File: src/rtl/mrar_pkg.sv
// Shared types, constants and the sine/cosine table generator for the
// matrix row axis rotation core. No dependencies.
`default_nettype none

package mrar_pkg;

	localparam int ANGLE_BITS = 12;
	localparam int ELEM_W     = 32;
	localparam int OFS_BITS   = ANGLE_BITS - 2;
	localparam int ROM_DEPTH  = 1 << OFS_BITS;
	localparam int TRIG_W     = 16;
	localparam int FRAC       = 15;
	localparam int PROD_W     = ELEM_W + TRIG_W;
	localparam int RES_W      = PROD_W - FRAC;
	localparam int SUM_W      = RES_W + 1;

	localparam logic [63:0] PI_Q40  = 64'h0000_0324_3F6A_8885;
	localparam logic [63:0] Q30_ONE = 64'h0000_0000_4000_0000;

	typedef enum logic [1:0] {
		AXIS_X    = 2'd0,
		AXIS_Y    = 2'd1,
		AXIS_Z    = 2'd2,
		AXIS_NONE = 2'd3
	} axis_t;

	typedef logic signed [ELEM_W-1:0] elem_t;

	typedef struct packed {
		logic [1:0]            cmd;
		logic [ANGLE_BITS-1:0] turn_angle;
		elem_t                 elem_x;
		elem_t                 elem_y;
		elem_t                 elem_z;
		elem_t                 elem_w;
	} req_t;

	typedef struct packed {
		elem_t out_x;
		elem_t out_y;
		elem_t out_z;
		elem_t out_w;
	} res_t;

	// Row as it sits in the input stage
	typedef struct packed {
		axis_t      cmd;
		logic [1:0] quad;
		elem_t      x;
		elem_t      y;
		elem_t      z;
		elem_t      w;
	} pipe_t;

	// Unsigned Q1.15 magnitudes of sine and cosine in the first quadrant
	typedef struct packed {
		logic [TRIG_W-1:0] sin_mag;
		logic [TRIG_W-1:0] cos_mag;
	} trig_mag_t;

	// Row plus the four raw products of the rotation
	typedef struct packed {
		axis_t                     cmd;
		elem_t                     x;
		elem_t                     y;
		elem_t                     z;
		elem_t                     w;
		logic signed [PROD_W-1:0]  uc;
		logic signed [PROD_W-1:0]  vs;
		logic signed [PROD_W-1:0]  us;
		logic signed [PROD_W-1:0]  vc;
	} prod_t;

	// Table entry for quadrant offset r: series evaluation in Q30, rounded to Q1.15.
	// Evaluated only with constant arguments, while the table is built.
	function automatic trig_mag_t trig_entry(input int unsigned r);
		logic [63:0] t;
		logic [63:0] t2;
		logic [63:0] term;
		logic [63:0] ps_r;
		logic [63:0] pc_r;
		longint      sum;
		longint      ps;
		longint      pc;
		t = (64'(r) * PI_Q40 + (64'd1 << (ANGLE_BITS + 8))) >> (ANGLE_BITS + 9);
		t2 = (t * t + (Q30_ONE >> 1)) >> 30;
		// sine: each step divides by (2k)(2k+1)
		term = t;
		sum = longint'(t);
		term = ((term * t2) >> 30) / 64'd6;
		sum = sum - longint'(term);
		term = ((term * t2) >> 30) / 64'd20;
		sum = sum + longint'(term);
		term = ((term * t2) >> 30) / 64'd42;
		sum = sum - longint'(term);
		term = ((term * t2) >> 30) / 64'd72;
		sum = sum + longint'(term);
		term = ((term * t2) >> 30) / 64'd110;
		sum = sum - longint'(term);
		term = ((term * t2) >> 30) / 64'd156;
		sum = sum + longint'(term);
		term = ((term * t2) >> 30) / 64'd210;
		sum = sum - longint'(term);
		ps = (sum < 0) ? 64'sd0 : sum;
		// cosine: each step divides by (2k-1)(2k)
		term = Q30_ONE;
		sum = longint'(Q30_ONE);
		term = ((term * t2) >> 30) / 64'd2;
		sum = sum - longint'(term);
		term = ((term * t2) >> 30) / 64'd12;
		sum = sum + longint'(term);
		term = ((term * t2) >> 30) / 64'd30;
		sum = sum - longint'(term);
		term = ((term * t2) >> 30) / 64'd56;
		sum = sum + longint'(term);
		term = ((term * t2) >> 30) / 64'd90;
		sum = sum - longint'(term);
		term = ((term * t2) >> 30) / 64'd132;
		sum = sum + longint'(term);
		term = ((term * t2) >> 30) / 64'd182;
		sum = sum - longint'(term);
		term = ((term * t2) >> 30) / 64'd240;
		sum = sum + longint'(term);
		pc = (sum < 0) ? 64'sd0 : sum;
		ps_r = (64'(ps) + 64'd16384) >> FRAC;
		pc_r = (64'(pc) + 64'd16384) >> FRAC;
		return '{sin_mag: ps_r[TRIG_W-1:0], cos_mag: pc_r[TRIG_W-1:0]};
	endfunction

endpackage

`default_nettype wire

File: src/rtl/mrar_sum_stage.sv
// Rounding, summing and saturation of the rotation products; row reassembly.
// Depends on mrar_pkg.
`default_nettype none

module mrar_sum_stage import mrar_pkg::*; (
	input  wire prod_t prod,
	output res_t       res
);

	localparam logic [PROD_W-1:0] HALF = PROD_W'(1) << (FRAC - 1);

	function automatic logic signed [RES_W-1:0] round_q15(input logic signed [PROD_W-1:0] p);
		logic signed [PROD_W-1:0] t;
		t = p + HALF;
		return RES_W'(t >>> FRAC);
	endfunction

	function automatic elem_t sat_elem(input logic signed [SUM_W-1:0] s);
		logic ovf;
		ovf = (s[SUM_W-1:ELEM_W-1] != {(SUM_W-ELEM_W+1){1'b0}}) &&
		      (s[SUM_W-1:ELEM_W-1] != {(SUM_W-ELEM_W+1){1'b1}});
		if (!ovf) return s[ELEM_W-1:0];
		else if (s[SUM_W-1]) return {1'b1, {(ELEM_W-1){1'b0}}};
		else return {1'b0, {(ELEM_W-1){1'b1}}};
	endfunction

	logic signed [SUM_W-1:0] r0, r1;
	elem_t                   u_new, v_new;

	assign r0    = SUM_W'(round_q15(prod.uc)) - SUM_W'(round_q15(prod.vs));
	assign r1    = SUM_W'(round_q15(prod.us)) + SUM_W'(round_q15(prod.vc));
	assign u_new = sat_elem(r0);
	assign v_new = sat_elem(r1);

	always_comb begin
		res.out_x = prod.x;
		res.out_y = prod.y;
		res.out_z = prod.z;
		res.out_w = prod.w;
		case (prod.cmd)
			AXIS_X: begin
				res.out_y = u_new;
				res.out_z = v_new;
			end
			AXIS_Y: begin
				res.out_z = u_new;
				res.out_x = v_new;
			end
			AXIS_Z: begin
				res.out_x = u_new;
				res.out_y = v_new;
			end
			default: ;
		endcase
	end

endmodule

`default_nettype wire

File: config.mk
export PLATFORM = sky130hd
export DESIGN_NAME = mrar_sum_stage
export DESIGN_NICKNAME = d
export VERILOG_FILES = /design/src/rtl/mrar_pkg.sv /design/src/rtl/mrar_sum_stage.sv
export SDC_FILE = /design/constraint.sdc
export NUM_CORES = 1
export LEC_CHECK = 0
export BUFFER_PORTS_ARGS = -buffer_cell sky130_fd_sc_hd__buf_4
export CELL_PAD_IN_SITES_DETAIL_PLACEMENT = 1
export CELL_PAD_IN_SITES_GLOBAL_PLACEMENT = 1
export CORE_ASPECT_RATIO = 0.7
export CORE_UTILIZATION = 32
export DETAILED_ROUTE_END_ITERATION = 6
export GPL_ROUTABILITY_DRIVEN = 1
export GPL_TIMING_DRIVEN = 0
export PLACE_DENSITY_LB_ADDON = 0.12
export SETUP_SLACK_MARGIN = 0.05
export SYNTH_ARGS = -nofsm -noshare
export SYNTH_HDL_FRONTEND = slang
export SYNTH_SLANG_ARGS = --single-unit
File: constraint.sdc
create_clock -name vclk -period 9.2
set_input_delay 1.84 -clock vclk [all_inputs]
set_output_delay 1.84 -clock vclk [all_outputs]
set_load 0.01 [all_outputs]
# Yosys cells after proc, flatten, opt, wreduce, memory -nomap -nowiden
# Cells that the tools add are included.
# word_totals
reg_bits	0
latch_bits	0
ramBits	0
romBits	0
output_inout_bits	128
elab_cells	22
mem_count	0
# classes
add_sub_neg	6
multipliers	0
n_div	0
n_lt_le_gt_ge	0
n_eq_ne	4
shifts	0
mux	7
n_bitwise	0
n_reduce_logical	5
# ops
op	count
adder 48 x 15 -> 48 bit, second input constant	4
case mux 32 bit (2 select lines)	3
2-to-1 mux 32 bit	4
adder 33 x 33 -> 34 bit	1
subtractor 33 x 33 -> 34 bit	1
!= test 3 bit, second input constant	2
nonzero test 3 bit	2
equality test 2 x 1 -> 1 bit, second input constant	1
equality test 2 bit, second input constant	1
logical AND 1 bit	2
zero test 2 bit	1

# Logic depth before layout (Yosys ltp)
# Gate-level depths: netlist of the first run.
# logic_depth
depth_word	6
depth_mapped	22

# Least setup slack after synthesis of the first run
# Ideal clock, no wire load.
# synth_path
path_type	input port to output port
from	input port prod[112] in the netlist's numbering
to	output port res[119] in the netlist's numbering
arrival_ps	5805
setup_slack_ps	1555
path_stages	21
path_cell_list	nand3_1 nor2_1 nand2_1 nor2_1 and3_1 nor3b_1 nand2_1 nor2_1 xnor2_1 ha_1 clkbuf_1 nand2_1 nor3_1 nand3_1 a211oi_2 and2b_4 xor2_4 a21oi_2 buf_2 o211ai_1 a31oi_1
# synth_lines
item	line	text
from (decl)	mrar_sum_stage.sv:6	input wire prod_t prod,
to (decl)	mrar_sum_stage.sv:7	output res_t res

==> impl_metrics.env, run 1 <==
export IMPL_cp_required_ns=7.36
export IMPL_place_congestion=0.9562
export IMPL_die_w_um=199.5
export IMPL_p_per_area_mw_per_mm2=93.27
export IMPL_firstDrtPassIters=5
export IMPL_nClkBuffers=0
export IMPL_status="completed"
export IMPL_synth_avg_cell_area_um2=6.591
export IMPL_antenna_found_initial=0
export IMPL_min_period_ns=8.891
export IMPL_rows=50
export IMPL_hold_violations=0
export IMPL_cpMaxStageDelayCell="ha_1"
export IMPL_drive_gt1_share_pct=28.92
export IMPL_vias=12321
export IMPL_period_share_pct=96.64
export IMPL_synth_cell_area_mm2=0.008740
export IMPL_setup_tns_ns=0
export IMPL_cp_startpoint="prod[16]"
export IMPL_yosysTopAreaCell="xnor2_1"
export IMPL_ys_seq_area_share_pct=0
export IMPL_finalMaxSlewViolations=0
export IMPL_hold_buffers=0
export IMPL_p_leak_nw=5.370
export IMPL_synth_nets=1723
export IMPL_drv_cap=0
export IMPL_drt_initial_drc_count=993
export IMPL_final_cell_mix="buf_4, nand2_1, xnor2_1"
export IMPL_hp_class="primary input to primary output"
export IMPL_setup_ws_ns=0.3090
export IMPL_setup_worst_path_start_class="primary input"
export IMPL_dp_slack_ns=-0.3647
export IMPL_drc=0
export IMPL_io_buffers=362
export IMPL_num_io_pins=450
export IMPL_grt_ovfl_total=0
export IMPL_grt_pass1_wl_um=71420
export IMPL_final_fill_count=3612
export IMPL_critPathMaxStageDelay_ns=0.45
export IMPL_seqCellArea_um2=0
export IMPL_final_common_cell="buf_4"
export IMPL_core_region_area_mm2=0.02678
export IMPL_yosys_warnings=0
export IMPL_grt_usage_pct=33.14
export IMPL_die_h_um=140.3
export IMPL_fin_util_pct=45.19
export IMPL_critPathCaptureType="primary output"
export IMPL_criticalPathCategory="primary input to primary output"
export IMPL_rsz0062_at_grt="no"
export IMPL_fmax_mhz=112.5
export IMPL_seq_cells=0
export IMPL_diodes=0
export IMPL_syn2layout_area_growth_pct=38.45
export IMPL_start_util_pct=32.64
export IMPL_die_area_mm2=0.02799
export IMPL_relSlewSlack_pct=26.68
export IMPL_vdd_ir_drop_max_v=0.00004262
export IMPL_finalSetupViolations=0
export IMPL_wl_um=48760
export IMPL_hold_start="prod[199]"
export IMPL_synth_distinct_cells=79
export IMPL_ant_nets=0
export IMPL_vias_per_cell=5.996
export IMPL_cpMostUsedCell="nand2_1"
export IMPL_path_cells="buf_4 > and3_1 > and2_1 > nand3_1 > nor2_1 > and4_2 > nand2_1 > nor3_4 > nand2_1 > xnor2_1 > ha_1 > nand4_1 > nor2_1 > nand4_1 > a2111oi_4 > or4_1 > nand2_1 > o21ai_4 > nand3_4 > buf_2 > o221ai_1 > buf_4"
export IMPL_syn_inst=1326
export IMPL_first_global_vias=12022
export IMPL_drt_wirelength_per_cell_um=23.73
export IMPL_synth_area_top_cells="xnor2_1, ha_1, nand2_1"
export IMPL_multiInputGateArea_mm2=0.008192
export IMPL_grt_max_degree=11
export IMPL_dp_hpwl_um=41820
export IMPL_layout_nets=2090
export IMPL_synth_top_area_share_pct=10.92
export IMPL_worst_pin_slew_ns=1.096
export IMPL_cp_max_fo=10
export IMPL_critPathArrivalTime_ns=7.05
per-stage QoR:
step	hold slack, ns	area [µm²]	power, mW	cells
2_1_floorplan	3.772	8740	0.5993	1326
3_3_place_gp	3.856	11910	1.063	2052
3_5_place_dp	3.857	11910	1.080	2052
4_1_cts	3.857	11950	1.086	2052
5_1_grt	3.859	12100	1.190	2055
6_report	3.857	12100	1.129	2055
where the power goes:
part | total (mW) | switching (mW) | internal, mW
combinational | 1.13 | 0.690 | 0.439
sequential | 0 | 0 | 0
clock | 0 | 0 | 0
layer usage:
layer	routed length (µm)	share of wire, %	track usage, %	vias up
li1	-	-	-	5634
met1	22050	45	47.37	5947
met2	20520	42	50.91	662
met3	4876	10	5.972	78
met4	1307	2.7	7.634	0
met5	0	0	0	-
repair_timing:
item / CTS / global route
gates resized for setup: 7 / 31
pin swaps: 0 / 2
endpoints found under the setup margin: 73 / 93
buffers inserted: 0 / 4
endpoints found under the hold margin: 0 / 0
kinds of logic after synthesis:
| kind of cell | after synthesis | share of synthesized area (%) |
|---|---|---|
| and+or+nand+nor | 529 | 29.12 |
| AOI/OAI and AO/OA | 403 | 33.00 |
| xor gates and xnor gates | 184 | 18.65 |
| buffers and inverters | 133 | 8.074 |
| adders and majority gates | 75 | 10.91 |
| muxes | 2 | 0.2434 |
final cells by class:
| type | count | area share (%) |
|---|---|---|
| inverter | 32 | 0.9927 |
| buffer | 100 | 4.839 |
| multi-input combinational | 1193 | 67.70 |
| tap | 364 | 3.764 |
| timing repair buffer | 366 | 22.71 |
path summary, 6_finish.rpt:
path / cells after the start / slack, ns / to
max: 22 / 0.31 / res[105]
min: 2 / 3.86 / res[7]
synth_stat cells, types with 5 or more instances:
master and number:
nand4_1 32, buf_2 29, nor3_1 14, o221ai_1 43, and3_1 45, o21ai_1 5, o21ai_0 47, xnor2_1 109
and2_1 14, inv_1 31, o211ai_1 79, ha_1 73, a211o_1 6, a21o_1 20, nor2b_1 12, a211oi_1 8
xor2_1 74, buf_4 37, and4_1 13, nand3_1 70, nand2_1 185, nand2b_1 12, o21a_1 16, clkbuf_1 30
o2111ai_1 5, o211a_1 7, a31oi_1 25, a221o_1 11, a32oi_1 8, a21oi_1 77, nor2_1 106
worst max-delay path, delay by kind of cell:
| kind | cells | cell delay (ns) |
|---|---|---|
| xor gates and xnor gates | 1 | 0.16 |
| buffers and inverters | 3 | 0.62 |
| AOI/OAI and AO/OA | 3 | 1.08 |
| and+or+nand+nor | 14 | 2.86 |
| adders and majority gates | 1 | 0.45 |
No activity file was read; power rests on OpenSTA's default activity.
==> run 2, diff against run 1 <==
--- a/config.mk
+++ b/config.mk
@@ -5,12 +5,13 @@
 export SDC_FILE = /design/constraint.sdc
 export NUM_CORES = 1
 export LEC_CHECK = 0
-export BUFFER_PORTS_ARGS = -buffer_cell sky130_fd_sc_hd__buf_4
+export ABC_AREA = 1
 export CELL_PAD_IN_SITES_DETAIL_PLACEMENT = 1
 export CELL_PAD_IN_SITES_GLOBAL_PLACEMENT = 1
-export CORE_ASPECT_RATIO = 0.7
-export CORE_UTILIZATION = 32
+export CORE_AREA = 2 2 173 175
 export DETAILED_ROUTE_END_ITERATION = 6
+export DIE_AREA = 0 0 175 177
+export DONT_BUFFER_PORTS = 1
 export GPL_ROUTABILITY_DRIVEN = 1
 export GPL_TIMING_DRIVEN = 0
 export PLACE_DENSITY_LB_ADDON = 0.12
==> impl_metrics.env, run 2 <==
export IMPL_yosysTopAreaCell="nand2_1"
export IMPL_relSlewSlack_pct=41.32
export IMPL_netlist_top_cells_count="nand2_1, inv_1, nand3_1"
export IMPL_finalSetupViolations=0
export IMPL_status="completed"
export IMPL_seqCellArea_um2=0
export IMPL_drt_initial_drc_count=803
export IMPL_num_io_pins=450
export IMPL_ys_seq_area_share_pct=0
export IMPL_cpMaxStageDelayCell="nor3_1"
export IMPL_antenna_found_initial=9
export IMPL_wl_um=47710
export IMPL_fmax_mhz=122.2
export IMPL_period_share_pct=88.92
export IMPL_ant_nets=0
export IMPL_hold_violations=0
export IMPL_criticalPathCategory="primary input to primary output"
export IMPL_critPathCaptureType="primary output"
export IMPL_grt_ovfl_total=0
export IMPL_io_buffers=0
export IMPL_place_congestion=0.9340
export IMPL_vias=12962
export IMPL_rsz0062_at_grt="no"
export IMPL_core_region_area_mm2=0.02924
export IMPL_final_common_cell="nand2_1"
export IMPL_start_util_pct=35.43
export IMPL_p_per_area_mw_per_mm2=88.38
export IMPL_synth_cell_area_mm2=0.01036
export IMPL_grt_usage_pct=29.60
export IMPL_final_area_mm2=0.01087
export IMPL_nClkBuffers=0
export IMPL_drive_gt1_share_pct=5.645
export IMPL_syn_inst=2055
export IMPL_postCtsSetupBuffers=0
export IMPL_vdd_ir_drop_max_v=0.00003811
export IMPL_vias_per_cell=5.286
export IMPL_fin_cells=2452
export IMPL_die_h_um=177
export IMPL_dp_cells=2445
export IMPL_hp_class="primary input to primary output"
export IMPL_path_buf_inv=4
export IMPL_worst_pin_slew_ns=0.8802
export IMPL_setup_worst_path_start_class="primary input"
export IMPL_cp_required_ns=7.36
export IMPL_critical_path_top_delay_family="simple AND/OR/NAND/NOR gates"
export IMPL_layout_nets=2454
export IMPL_seq_cells=0
export IMPL_critPathMaxStageDelay_ns=0.49
export IMPL_cp_max_fo=10
export IMPL_synth_top_area_share_pct=29.31
export IMPL_synth_area_top_cells="nand2_1, nand3_1, inv_1"
export IMPL_dp_hpwl_um=42790
export IMPL_p_leak_nw=5.978
export IMPL_placedInstanceArea_mm2=0.01085
export IMPL_synth_most_common_cell="nand2_1"
export IMPL_synth_nets=2452
export IMPL_die_area_mm2=0.03098
export IMPL_synth_distinct_cells=38
export IMPL_grt_pass1_wl_um=71920
export IMPL_drt_wirelength_per_cell_um=19.46
export IMPL_final_fill_count=4326
export IMPL_die_w_um=175
export IMPL_yosys_warnings=0
export IMPL_syn2layout_area_growth_pct=4.879
export IMPL_p_total_mw=0.9603
export IMPL_drv_cap=0
export IMPL_min_period_ns=8.181
export IMPL_hold_buffers=0
export IMPL_first_global_vias=13008
export IMPL_setup_tns_ns=0
export IMPL_rows=63
export IMPL_cts_resized=0
export IMPL_final_cell_mix="nand2_1, inv_1, nand3_1"
export IMPL_grt_max_degree=11
export IMPL_firstDrtPassIters=5
export IMPL_finalMaxSlewViolations=0
export IMPL_critPathArrivalTime_ns=6.34
export IMPL_synth_avg_cell_area_um2=5.041
export IMPL_drc=0
[run 2: cell types whose count changed after synthesis, moves of 17 or more]
cell,change
xor2_1,+17
nor3_1,+21
and3_1,-45
o21ai_0,-34
a21o_1,-18
xnor2_1,-46
nor2_1,+36
buf_2,-17
inv_1,+239
o211ai_1,-79
o221ai_1,-43
nand3_1,+197
nand2_1,+624
a31oi_1,-23
[run 2: power by group]
part             total, mW  switching, mW  internal, mW
Sequential               0              0             0
Combinational        0.960          0.679         0.281
Clock          0.000000103              0   0.000000103
[run 2: routing by layer]
| metal | global-route usage (%) | vias up | routed length [µm] |
|---|---|---|---|
| met4 | 10.21 | 4 | 1711 |
| li1 | - | 6442 | - |
| met2 | 51.04 | 453 | 21830 |
| met3 | 5.863 | 76 | 3362 |
| met5 | 0 | - | 27 |
| met1 | 36.67 | 5987 | 20780 |
[run 2: kinds of logic (layout without fill, tap and decap cells)]
logic type	Yosys count	after routing	synth area share (%)
adder cells (fa/ha/maj)	75	75	9.203
XOR/XNOR	154	154	13.02
AND/OR/NAND/NOR	1359	1359	56.47
other	0	7	0
AO/OA/AOI/OAI	105	105	5.942
buffers and inverters	362	362	15.36
[run 2: metrics by stage]
stage / setup WS (ns) / hold slack, ns / util [%]
2_1_floorplan: 2.330 / 3.772 / -
3_3_place_gp: 1.187 / 3.774 / 37.09
3_5_place_dp: 1.122 / 3.773 / 37.09
4_1_cts: 1.103 / 3.773 / 37.09
5_1_grt: 0.5028 / 3.774 / 37.15
6_report: 1.019 / 3.773 / 37.15
[run 2: area by class of cell]
cell class / instances / area (µm²) / share of cell area [%]
antenna: 7 / 17.52 / 0.1612
inverter: 274 / 1028 / 9.466
tap: 390 / 488.0 / 4.491
buffer: 88 / 563.0 / 5.182
multi-input combinational: 1693 / 8768 / 80.70
[run 2: path summary, 6_finish.rpt]
check                 start       to  slack, ns  depth (start not counted)
setup / recovery  prod[110]  res[73]       1.02                         26
hold / removal    prod[201]   res[9]       3.77                          1
